===== src/rtl/double_to_decimal_text_assert.svh =====
// assertion macros shared by the rtl
`ifndef DOUBLE_TO_DECIMAL_TEXT_ASSERT_SVH
`define DOUBLE_TO_DECIMAL_TEXT_ASSERT_SVH
`ifndef SYNTHESIS
`define D2DT_ASSERT(label, prop, msg) \
   label: assert property (@(posedge clock) disable iff (reset) prop) else $error(msg);
`define D2DT_NEVER(label, cond, msg) \
   label: assert property (@(posedge clock) disable iff (reset) !(cond)) else $error(msg);
`else
`define D2DT_ASSERT(label, prop, msg)
`define D2DT_NEVER(label, cond, msg)
`endif
`endif


===== src/rtl/d2dt_pkg.sv =====
package d2dt_pkg;

   localparam int MANT_BITS   = 53;
   localparam int INT_BITS    = 63;
   localparam int INT_DIGITS  = 19;
   localparam int QUEUE_DEPTH = 2;

   localparam logic [10:0] EXP_ALL_ONES = 11'h7ff;
   localparam logic [10:0] EXP_LIMIT    = 11'd1086;
   localparam logic [10:0] EXP_INT_ONLY = 11'd1075;
   localparam logic [10:0] SHIFT_SUBNORM = 11'd1074;

   localparam logic [7:0] CHAR_ZERO  = 8'h30;
   localparam logic [7:0] CHAR_MINUS = 8'h2d;
   localparam logic [7:0] CHAR_DOT   = 8'h2e;
   localparam logic [7:0] CHAR_NONE  = 8'h00;

   typedef struct packed {
      logic                  err;
      logic                  neg;
      logic [INT_BITS-1:0]   ip;
      logic [MANT_BITS-1:0]  frac;
      logic [10:0]           shift;
   } item_type;

endpackage


===== src/rtl/d2dt_front.sv =====
module d2dt_front (
   input  logic                 push,
   input  logic [63:0]          value_bits,
   input  logic                 q_full,
   output logic                 q_push,
   output d2dt_pkg::item_type   q_item
);

   logic [10:0] expo;
   logic [51:0] mant;
   logic [52:0] m;
   logic [10:0] sh;
   logic [52:0] mask;

   always_comb begin
      expo = value_bits[62:52];
      mant = value_bits[51:0];
      m    = (expo == 11'd0) ? {1'b0, mant} : {1'b1, mant};
      sh   = 11'd0;
      mask = '0;
      q_item.err = (expo == d2dt_pkg::EXP_ALL_ONES) || (expo >= d2dt_pkg::EXP_LIMIT);
      q_item.neg = value_bits[63] && (value_bits[62:0] != 63'd0);
      q_item.ip    = '0;
      q_item.frac  = '0;
      q_item.shift = 11'd1;
      if (expo == 11'd0) begin
         q_item.frac  = m;
         q_item.shift = d2dt_pkg::SHIFT_SUBNORM;
      end else if (expo > d2dt_pkg::EXP_INT_ONLY) begin
         // integer only, shift left by at most ten
         sh = expo - d2dt_pkg::EXP_INT_ONLY;
         q_item.ip = {10'd0, m} << sh[3:0];
      end else begin
         sh = d2dt_pkg::EXP_INT_ONLY - expo;
         q_item.shift = sh;
         if (sh >= 11'd53) begin
            q_item.frac = m;
         end else begin
            mask = ~(53'h1f_ffff_ffff_ffff << sh[5:0]);
            q_item.ip   = {10'd0, m >> sh[5:0]};
            q_item.frac = m & mask;
         end
      end
   end

   assign q_push = push && !q_full;

endmodule


===== src/rtl/d2dt_queue.sv =====
`include "double_to_decimal_text_assert.svh"

module d2dt_queue (
   input  logic                 clock,
   input  logic                 reset,
   input  logic                 push,
   input  d2dt_pkg::item_type   item_in,
   output logic                 full,
   input  logic                 pop,
   output d2dt_pkg::item_type   item_out,
   output logic                 empty
);

   d2dt_pkg::item_type mem_ff [d2dt_pkg::QUEUE_DEPTH];
   logic       wr_ff, wr_in;
   logic       rd_ff, rd_in;
   logic [1:0] count_ff, count_in;
   logic       do_push, do_pop;

   assign full     = (count_ff == 2'(d2dt_pkg::QUEUE_DEPTH));
   assign empty    = (count_ff == 2'd0);
   assign item_out = mem_ff[rd_ff];
   assign do_push  = push && !full;
   assign do_pop   = pop && !empty;

   always_comb begin
      wr_in    = do_push ? ~wr_ff : wr_ff;
      rd_in    = do_pop ? ~rd_ff : rd_ff;
      count_in = count_ff + 2'(do_push) - 2'(do_pop);
   end

   always_ff @(posedge clock) begin
      if (reset) begin
         wr_ff    <= 1'b0;
         rd_ff    <= 1'b0;
         count_ff <= 2'd0;
      end else begin
         wr_ff    <= wr_in;
         rd_ff    <= rd_in;
         count_ff <= count_in;
      end
   end

   always_ff @(posedge clock) begin
      if (do_push) begin
         mem_ff[wr_ff] <= item_in;
      end
   end

   `D2DT_NEVER(a_q_count, count_ff > 2'(d2dt_pkg::QUEUE_DEPTH), "queue count overflow")
   `D2DT_ASSERT(a_q_ptr, empty || full |-> wr_ff == rd_ff, "queue pointer mismatch")

endmodule


===== src/rtl/d2dt_back.sv =====
`include "double_to_decimal_text_assert.svh"

module d2dt_back #(
   parameter int FRAC_DIGITS = 6
) (
   input  logic                 clock,
   input  logic                 reset,
   input  logic                 q_empty,
   input  d2dt_pkg::item_type   q_item,
   output logic                 q_pop,
   output logic                 rsp_empty,
   input  logic                 rsp_pop,
   output logic [7:0]           rsp_char_code,
   output logic                 rsp_is_last,
   output logic                 rsp_out_of_range
);

   localparam int TW  = $clog2(10**FRAC_DIGITS);
   localparam int PW  = d2dt_pkg::MANT_BITS + TW;
   localparam int FW  = 4 * FRAC_DIGITS;
   localparam int IW  = 4 * d2dt_pkg::INT_DIGITS;
   localparam int FIW = (FRAC_DIGITS > 1) ? $clog2(FRAC_DIGITS) : 1;
   localparam logic [53:0] T54 = 54'(10**FRAC_DIGITS);

   localparam logic [2:0] ST_IDLE = 3'd0;
   localparam logic [2:0] ST_CONV = 3'd1;
   localparam logic [2:0] ST_SIGN = 3'd2;
   localparam logic [2:0] ST_SKIP = 3'd3;
   localparam logic [2:0] ST_INT  = 3'd4;
   localparam logic [2:0] ST_DOT  = 3'd5;
   localparam logic [2:0] ST_FRAC = 3'd6;
   localparam logic [2:0] ST_ERR  = 3'd7;

   localparam logic [2:0] F_MUL  = 3'd0;
   localparam logic [2:0] F_NORM = 3'd1;
   localparam logic [2:0] F_RND  = 3'd2;
   localparam logic [2:0] F_DAB  = 3'd3;
   localparam logic [2:0] F_DONE = 3'd4;

   function automatic logic [3:0] dd_adj(input logic [3:0] d);
      return (d >= 4'd5) ? d + 4'd3 : d;
   endfunction

   logic [2:0]   state_ff, state_in;
   logic [2:0]   fph_ff, fph_in;
   logic         neg_ff, neg_in;
   logic [62:0]  ip_ff, ip_in;
   logic [IW-1:0] ibcd_ff, ibcd_in;
   logic [5:0]   icnt_ff, icnt_in;
   logic [PW-1:0] p_ff, p_in;
   logic [3:0]   mcnt_ff, mcnt_in;
   logic [5:0]   k_ff, k_in;
   logic         guard_ff, guard_in;
   logic         sticky_ff, sticky_in;
   logic [10:0]  s_ff, s_in;
   logic [TW-1:0] fbin_ff, fbin_in;
   logic [FW-1:0] fbcd_ff, fbcd_in;
   logic [4:0]   fcnt_ff, fcnt_in;
   logic [4:0]   didx_ff, didx_in;
   logic [FIW-1:0] fidx_ff, fidx_in;
   logic         ov_ff, ov_in;
   logic [7:0]   oc_ff, oc_in;
   logic         ol_ff, ol_in;
   logic         oe_ff, oe_in;

   logic          room;
   logic [IW-1:0] iadj;
   logic [FW-1:0] fadj;
   logic [53:0]   q;
   logic [10:0]   net;
   logic [53:0]   fpv;
   logic [3:0]    idig;
   logic [3:0]    fdig;

   assign room = !ov_ff || rsp_pop;
   assign idig = ibcd_ff[didx_ff*4 +: 4];
   assign fdig = fbcd_ff[fidx_ff*4 +: 4];

   always_comb begin
      for (int i = 0; i < d2dt_pkg::INT_DIGITS; i++) begin
         iadj[i*4 +: 4] = dd_adj(ibcd_ff[i*4 +: 4]);
      end
      for (int i = 0; i < FRAC_DIGITS; i++) begin
         fadj[i*4 +: 4] = dd_adj(fbcd_ff[i*4 +: 4]);
      end
      // round to 53 significant bits, ties to even, then drop the binary point
      q   = {1'b0, p_ff[52:0]} + 54'(guard_ff && (sticky_ff || p_ff[0]));
      net = s_ff - {5'd0, k_ff};
      fpv = (net >= 11'd54) ? 54'd0 : (q >> net[5:0]);
      if (fpv >= T54) begin
         fpv = T54 - 54'd1;
      end
   end

   always_comb begin
      state_in  = state_ff;
      fph_in    = fph_ff;
      neg_in    = neg_ff;
      ip_in     = ip_ff;
      ibcd_in   = ibcd_ff;
      icnt_in   = icnt_ff;
      p_in      = p_ff;
      mcnt_in   = mcnt_ff;
      k_in      = k_ff;
      guard_in  = guard_ff;
      sticky_in = sticky_ff;
      s_in      = s_ff;
      fbin_in   = fbin_ff;
      fbcd_in   = fbcd_ff;
      fcnt_in   = fcnt_ff;
      didx_in   = didx_ff;
      fidx_in   = fidx_ff;
      q_pop     = 1'b0;
      ov_in     = rsp_pop ? 1'b0 : ov_ff;
      oc_in     = oc_ff;
      ol_in     = ol_ff;
      oe_in     = oe_ff;

      unique case (state_ff)
         ST_IDLE: begin
            if (!q_empty) begin
               q_pop     = 1'b1;
               neg_in    = q_item.neg;
               ip_in     = q_item.ip;
               ibcd_in   = '0;
               icnt_in   = 6'd0;
               p_in      = PW'(q_item.frac);
               mcnt_in   = 4'd0;
               k_in      = 6'd0;
               guard_in  = 1'b0;
               sticky_in = 1'b0;
               s_in      = q_item.shift;
               fph_in    = F_MUL;
               state_in  = q_item.err ? ST_ERR : ST_CONV;
            end
         end
         ST_CONV: begin
            if (icnt_ff != 6'(d2dt_pkg::INT_BITS)) begin
               ibcd_in = {iadj[IW-2:0], ip_ff[62]};
               ip_in   = {ip_ff[61:0], 1'b0};
               icnt_in = icnt_ff + 6'd1;
            end
            unique case (fph_ff)
               F_MUL: begin
                  if (mcnt_ff != 4'(FRAC_DIGITS)) begin
                     p_in    = (p_ff << 3) + (p_ff << 1);
                     mcnt_in = mcnt_ff + 4'd1;
                  end else begin
                     fph_in = F_NORM;
                  end
               end
               F_NORM: begin
                  if (p_ff[PW-1:53] != '0) begin
                     sticky_in = sticky_ff || guard_ff;
                     guard_in  = p_ff[0];
                     p_in      = p_ff >> 1;
                     k_in      = k_ff + 6'd1;
                  end else begin
                     fph_in = F_RND;
                  end
               end
               F_RND: begin
                  fbin_in = fpv[TW-1:0];
                  fbcd_in = '0;
                  fcnt_in = 5'd0;
                  fph_in  = F_DAB;
               end
               F_DAB: begin
                  if (fcnt_ff != 5'(TW)) begin
                     fbcd_in = {fadj[FW-2:0], fbin_ff[TW-1]};
                     fbin_in = fbin_ff << 1;
                     fcnt_in = fcnt_ff + 5'd1;
                  end else begin
                     fph_in = F_DONE;
                  end
               end
               default: begin
               end
            endcase
            if ((icnt_ff == 6'(d2dt_pkg::INT_BITS)) && (fph_ff == F_DONE)) begin
               didx_in  = 5'(d2dt_pkg::INT_DIGITS - 1);
               state_in = neg_ff ? ST_SIGN : ST_SKIP;
            end
         end
         ST_SIGN: begin
            if (room) begin
               ov_in = 1'b1; oc_in = d2dt_pkg::CHAR_MINUS; ol_in = 1'b0; oe_in = 1'b0;
               state_in = ST_SKIP;
            end
         end
         ST_SKIP: begin
            // drop leading zeros, keep at least one digit
            if ((idig == 4'd0) && (didx_ff != 5'd0)) begin
               didx_in = didx_ff - 5'd1;
            end else begin
               state_in = ST_INT;
            end
         end
         ST_INT: begin
            if (room) begin
               ov_in = 1'b1; oc_in = d2dt_pkg::CHAR_ZERO + {4'd0, idig};
               ol_in = 1'b0; oe_in = 1'b0;
               if (didx_ff == 5'd0) begin
                  state_in = ST_DOT;
               end else begin
                  didx_in = didx_ff - 5'd1;
               end
            end
         end
         ST_DOT: begin
            if (room) begin
               ov_in = 1'b1; oc_in = d2dt_pkg::CHAR_DOT; ol_in = 1'b0; oe_in = 1'b0;
               fidx_in  = FIW'(FRAC_DIGITS - 1);
               state_in = ST_FRAC;
            end
         end
         ST_FRAC: begin
            if (room) begin
               ov_in = 1'b1; oc_in = d2dt_pkg::CHAR_ZERO + {4'd0, fdig};
               ol_in = (fidx_ff == '0); oe_in = 1'b0;
               if (fidx_ff == '0) begin
                  state_in = ST_IDLE;
               end else begin
                  fidx_in = fidx_ff - FIW'(1);
               end
            end
         end
         ST_ERR: begin
            if (room) begin
               ov_in = 1'b1; oc_in = d2dt_pkg::CHAR_NONE; ol_in = 1'b1; oe_in = 1'b1;
               state_in = ST_IDLE;
            end
         end
         default: begin
            state_in = ST_IDLE;
         end
      endcase
   end

   always_ff @(posedge clock) begin
      if (reset) begin
         state_ff <= ST_IDLE;
         fph_ff   <= F_DONE;
         ov_ff    <= 1'b0;
      end else begin
         state_ff <= state_in;
         fph_ff   <= fph_in;
         ov_ff    <= ov_in;
      end
   end

   always_ff @(posedge clock) begin
      neg_ff    <= neg_in;
      ip_ff     <= ip_in;
      ibcd_ff   <= ibcd_in;
      icnt_ff   <= icnt_in;
      p_ff      <= p_in;
      mcnt_ff   <= mcnt_in;
      k_ff      <= k_in;
      guard_ff  <= guard_in;
      sticky_ff <= sticky_in;
      s_ff      <= s_in;
      fbin_ff   <= fbin_in;
      fbcd_ff   <= fbcd_in;
      fcnt_ff   <= fcnt_in;
      didx_ff   <= didx_in;
      fidx_ff   <= fidx_in;
      oc_ff     <= oc_in;
      ol_ff     <= ol_in;
      oe_ff     <= oe_in;
   end

   assign rsp_empty        = !ov_ff;
   assign rsp_char_code    = oc_ff;
   assign rsp_is_last      = ol_ff;
   assign rsp_out_of_range = oe_ff;

   `D2DT_ASSERT(a_err_last, ov_ff && oe_ff |-> ol_ff, "error beat not marked last")
   `D2DT_ASSERT(a_frac_idx, state_ff == ST_FRAC |-> fidx_ff < FIW'(FRAC_DIGITS), "fraction index out of range")
   `D2DT_ASSERT(a_int_idx, state_ff == ST_INT |-> didx_ff < 5'(d2dt_pkg::INT_DIGITS), "digit index out of range")
   `D2DT_ASSERT(a_pop_idle, q_pop |-> state_ff == ST_IDLE && !q_empty, "queue popped while busy")

endmodule


===== src/rtl/double_to_decimal_text.sv =====
// Formats an IEEE binary64 bit pattern as fixed-point decimal ASCII text.
// Input channel: req_push/req_full with req_value_bits; a beat is taken when
// req_push is high and req_full is low. A two-entry queue sits behind the
// front classifier, so up to two numbers can wait while one is converted.
// Result channel: one character per beat on rsp_char_code, valid while
// rsp_empty is low, taken when rsp_pop is high. rsp_is_last marks the final
// character of a number; NaN, infinity and magnitudes of 2^63 or more give a
// single beat with rsp_out_of_range set and a zero character.
// Each number leaves the queue and is converted (a 63-step integer
// double-dabble, run alongside the fraction scaling and rounding); the back
// end then emits a minus sign if the number is negative, scans past leading
// zeros and emits the integer digits, then the point and the fraction digits.
// An out-of-range input skips the conversion and gives its one beat. The
// character register can be refilled in the same cycle that its character is
// taken; a stalled receiver simply holds the back end.
// Reset empties the queue and the output register and returns the back end
// to idle; nothing else is kept between numbers.
module double_to_decimal_text #(
   parameter int FRAC_DIGITS = 6
) (
   input  logic        clock,
   input  logic        reset,
   input  logic        req_push,
   output logic        req_full,
   input  logic [63:0] req_value_bits,
   output logic        rsp_empty,
   input  logic        rsp_pop,
   output logic [7:0]  rsp_char_code,
   output logic        rsp_is_last,
   output logic        rsp_out_of_range
);

   logic               q_push;
   logic               q_pop;
   logic               q_empty;
   d2dt_pkg::item_type f_item;
   d2dt_pkg::item_type b_item;

   d2dt_front u_front (
      .push       (req_push),
      .value_bits (req_value_bits),
      .q_full     (req_full),
      .q_push     (q_push),
      .q_item     (f_item)
   );

   d2dt_queue u_queue (
      .clock    (clock),
      .reset    (reset),
      .push     (q_push),
      .item_in  (f_item),
      .full     (req_full),
      .pop      (q_pop),
      .item_out (b_item),
      .empty    (q_empty)
   );

   d2dt_back #(
      .FRAC_DIGITS (FRAC_DIGITS)
   ) u_back (
      .clock            (clock),
      .reset            (reset),
      .q_empty          (q_empty),
      .q_item           (b_item),
      .q_pop            (q_pop),
      .rsp_empty        (rsp_empty),
      .rsp_pop          (rsp_pop),
      .rsp_char_code    (rsp_char_code),
      .rsp_is_last      (rsp_is_last),
      .rsp_out_of_range (rsp_out_of_range)
   );

endmodule


===== config.mk =====
export PLATFORM = sky130hd
export DESIGN_NAME = double_to_decimal_text
export DESIGN_NICKNAME = d
export VERILOG_FILES = /design/src/rtl/d2dt_pkg.sv /design/src/rtl/d2dt_front.sv /design/src/rtl/d2dt_queue.sv /design/src/rtl/d2dt_back.sv /design/src/rtl/double_to_decimal_text.sv
export VERILOG_INCLUDE_DIRS = /design/src /design/src/rtl
export SDC_FILE = /design/constraint.sdc
export NUM_CORES = 2
export LEC_CHECK = 0
export BUFFER_PORTS_ARGS = -buffer_cell sky130_fd_sc_hd__buf_2
export CORE_ASPECT_RATIO = 1.1
export CORE_MARGIN = 2
export CORE_UTILIZATION = 47
export DETAILED_ROUTE_END_ITERATION = 8
export MAX_ROUTING_LAYER = met4
export SYNTH_ARGS = -nofsm -noshare
export SYNTH_HDL_FRONTEND = slang
export SYNTH_SLANG_ARGS = --single-unit

===== constraint.sdc =====
create_clock -name clock -period 12.7 [get_ports clock]
set_input_delay 0 -clock clock [delete_from_list [all_inputs] [get_ports clock]]
set_output_delay 0 -clock clock [all_outputs]
set_load 0.01 [all_outputs]

==> key figures <==
Run status
  • Status: finished, final reports clean

Yosys
  • EDFF count, synth: 565
  • Syn Inst Count: 4,745
  • Top-count cell post-synth: nand2_1
  • FFs w/ async S/R, synth: 0
  • Dominant synthesized flop cell: edfxtp_1
  • Synth top area share: 0.388
  • Yosys top cell by area: edfxtp_1
  • Post-Syn Area: 43,700 um^2
  • Sequential-to-total area share from yosys stat: 0.394
  • Most instantiated cells after synthesis: nand2_1 (617), edfxtp_1 (565), nor2_1 (489)
  • Cell variety after synth: 109
  • Largest cells by area after synthesis: edfxtp_1 (39%), mux2i_1 (5.8%), nand2_1 (5.3%)
  • Avg Cell Area, Syn: 9.21 um^2
  • Synth warn: 0
  • #FFs+latches synth: 577

Hold path
  • HP Class: input pin to flop
  • Hold path depth: 5
  • Hold-critical path endpoint: u_queue.mem_ff[0][6]
  • Hold_sp: req_value_bits[57]

Floorplan
  • Die area: 95,500 um^2
  • Die X: 295 um
  • Core Footprint: 92,400 um^2
  • Die Span Y: 324 um
  • Std cell rows: 117
  • I/O Pins: 80
  • Starting density of the core: 0.473

CTS
  • Clock tree buffer depth: 3
  • Clk slew on worst S/H paths: 0.07 ns
  • CTS resizes: 0
  • CTS sink count: 577
  • CTS tree: built
  • Clock Latency Late Sink: 0.67 ns
  • Clock H-tree levels: 2
  • Total CTS buffers: 61
  • CTS root buffer: clkbuf_16

Placement
  • GPL Wtd Cong: 1.04
  • Hpwl dp: 104,000 um
  • Post-DP Area: 45,000 um^2
  • Port buffer count: 77
  • DP Cell Count: 5,811

Drt
  • Post-DRT Antenna Nets: 0
  • DRC viols: 0
  • Vias per cell: 6.31
  • Routed wire length per instance: 24.5 um
  • Total iterations of the first detailed-routing run: 6
  • Vias: 37,800
  • DR iter-0 viols: 4,034
  • WL final: 147,000 um

Cells and area
  • Multi-input gate area: 24,800 um^2
  • Filler cells: 8,562
  • Area grow syn2layout: 9.24%
  • Share of cells above drive strength 1: 0.0981
  • Post-layout instance area: 47,800 um^2
  • Fin cells: 5,995
  • Nets: 4,908
  • Reg area: 17,200 um^2

Critical path
  • Flop2flop setup slack: 6.48 ns
  • Worst EP required: 13.06 ns
  • CP endpoint kind: flop
  • Critical path fanouts, max: 65
  • Origin of the critical flop-to-flop path: u_back.k_ff[0]
  • FF-to-FF End: u_back.fbin_ff[11]
  • Setup CP Type: flop to flop
  • Worst setup SP type: flop
  • Worst EP arrival: 6.58 ns
  • R2R depth: 16

Timing
  • Max Slew Vio Count: 0
  • Clock skew: 0.0310 ns
  • Final hold vios: 0
  • Slew HR: 0.0898
  • RSZ-0062 raised after global routing: false
  • Min Tclk post-route: 6.22 ns
  • Final Cycle Share: 0.490
  • Fmax: 161 MHz
  • Post-Route Setup TNS: 0 ns
  • Final setup violation count: 0
  • Worst Tran Pin Value: 1.36 ns

Power and ir drop
  • Switching power: 7500 uW
  • Power Internal: 7420 uW
  • Pwr per Cell Area: 312 nW/um^2
  • Clock share of power: 0.125
  • Switching Fraction: 0.503
  • Comb pwr share: 0.625
  • Flop pwr share: 0.250
  • Maximum vdd drop: 0.000258 V
  • LEAKAGE: 0.0173 uW

Job
  • Max cap viols: 0

Global routing
  • Vias in the first global route: 35,700
  • Overflow left after global routing: 0
  • Largest net degree at the start of global routing: 130
  • Initial antenna violation count: 4
  • All-Layer GR Usage: 0.312
  • First-pass GRT wire length: 222,000 um
[logic make-up after synthesis]
| logic type | after synthesis | synth area share |
|---|---|---|
| AO/OA/AOI/OAI | 1243 | 0.183 |
| XOR/XNOR | 169 | 0.0339 |
| other | 1 | 0.0000858 |
| flip-flops | 577 | 0.394 |
| adder cells (fa/ha/maj) | 153 | 0.0441 |
| buffers and inverters | 461 | 0.0421 |
| AND/OR/NAND/NOR | 1758 | 0.191 |
| multiplexers | 383 | 0.112 |
[per-layer routing]
layer | share of wire | up-vias | global-route usage
met5 | 0 | - | -
met4 | 0.056 | 0 | 0.152
met3 | 0.067 | 439 | 0.0381
met2 | 0.46 | 1610 | 0.488
met1 | 0.42 | 18200 | 0.401
li1 | - | 17600 | -
[cells in the final DEF (no fill, tap or decap), types with 13 or more instances in the layout]
cell type / Yosys / final
a221oi_1: 19 / 19
o22ai_1: 26 / 26
o21a_1: 48 / 47
nor2_1: 489 / 488
nor3_1: 115 / 112
ha_1: 151 / 147
or4_1: 15 / 15
nand2_1: 617 / 616
clkinv_1: 3 / 17
nand3_1: 85 / 85
nor4_1: 61 / 60
o21bai_1: 21 / 21
edfxtp_1: 565 / 565
and4_1: 18 / 18
o211ai_1: 65 / 65
buf_2: 32 / 76
mux4_2: 79 / 79
mux2_2: 50 / 50
inv_1: 125 / 124
xnor2_1: 102 / 98
o21ai_0: 288 / 287
clkbuf_16: 0 / 61
xor2_1: 67 / 64
buf_4: 11 / 70
a211oi_1: 89 / 89
and3_1: 49 / 48
a211o_1: 13 / 13
dlygate4sd3_1: 0 / 62
or3_1: 23 / 21
mux2i_1: 252 / 252
nand2b_1: 64 / 64
a31oi_1: 52 / 52
o31ai_1: 20 / 20
a21o_1: 54 / 53
nor2b_1: 52 / 52
a22oi_1: 20 / 20
a21oi_1: 348 / 346
and2_1: 55 / 55
o211a_1: 14 / 14
nand4_1: 57 / 57
[per-stage QoR]
step	worst slack (ns)	total power, uW	utilization	hold slack [ns]
after global routing	6.13	15900	0.517	0.0946
final	6.48	14900	0.517	0.0462
after detailed placement	6.71	12900	0.487	0.366
after global placement	6.77	12900	0.487	0.361
after CTS	6.68	14800	0.517	0.00910
after floorplan	2.93	10200	-	0.0716
[final cells by class]
cell class              instances  share of cell area
multi-input cells            3708               0.520
repair buffers                209              0.0324
well taps                    1249              0.0327
clock buffers                  70              0.0329
diodes                          6            0.000314
flip-flops and latches        577               0.360
inverters                     130              0.0102
clock inverters                46              0.0110
[power groups by stage]
stage	logic (uW)	registers, uW	clock network, uW
after floorplan	6760	3450	0
after detailed placement	9120	3750	0
after global routing	10100	3820	1980
final	9330	3730	1860
after CTS	9180	3720	1910
after global placement	9170	3730	0
[worst max-delay path by stage]
| stage | slack (ns) | endpoint | start | cells after the start |
|---|---|---|---|---|
| 2_1_floorplan | 2.93 | u_back.ibcd_ff[0] | u_back.state_ff[0] | 6 |
| 3_3_place_gp | 6.77 | u_back.fbin_ff[10] | u_back.k_ff[0] | 16 |
| 3_5_place_dp | 6.71 | u_back.fbin_ff[11] | u_back.p_ff[0] | 17 |
| 4_1_cts | 6.68 | u_back.fbin_ff[11] | u_back.p_ff[0] | 17 |
| 5_1_grt | 6.13 | u_back.fbin_ff[7] | u_back.p_ff[0] | 17 |
| 6_report | 6.48 | u_back.fbin_ff[11] | u_back.k_ff[0] | 16 |
[worst max-delay path, stage by stage (launching register included)]
cell	delay, ns
edfxtp_1	0.45
ha_2	0.22
fa_4	1.03
buf_4	0.65
nand2_1	0.13
mux2_2	0.30
a2bb2oi_1	0.33
nor2_1	0.08
a211o_1	0.31
a31oi_1	0.44
o211ai_1	0.24
a2111oi_0	0.50
nand4_1	0.14
or4b_1	0.55
a21o_4	0.28
nand2_4	0.16
o31ai_2	0.07
[repair_timing]
action | CTS | global route
hold endpoints to repair | 191 | 0
setup buffers | 0 | 0
hold buffers | 62 | 0
[state kept, by name, indices dropped and copies added (netlist names), 2 cells and up, named ones only]
signal,count
u_back.didx_ff,5
u_back.fbcd_ff,24
u_back.fbin_ff,20
u_back.fcnt_ff,5
u_back.fidx_ff,3
u_back.fph_ff,3
u_back.ibcd_ff,76
u_back.icnt_ff,6
u_back.ip_ff,63
u_back.k_ff,6
u_back.mcnt_ff,4
u_back.p_ff,73
u_back.rsp_char_code,6
u_back.s_ff,11
u_back.state_ff,3
u_queue.count_ff,2
u_queue.mem_ff,258
(Power assumes the default switching activity.)
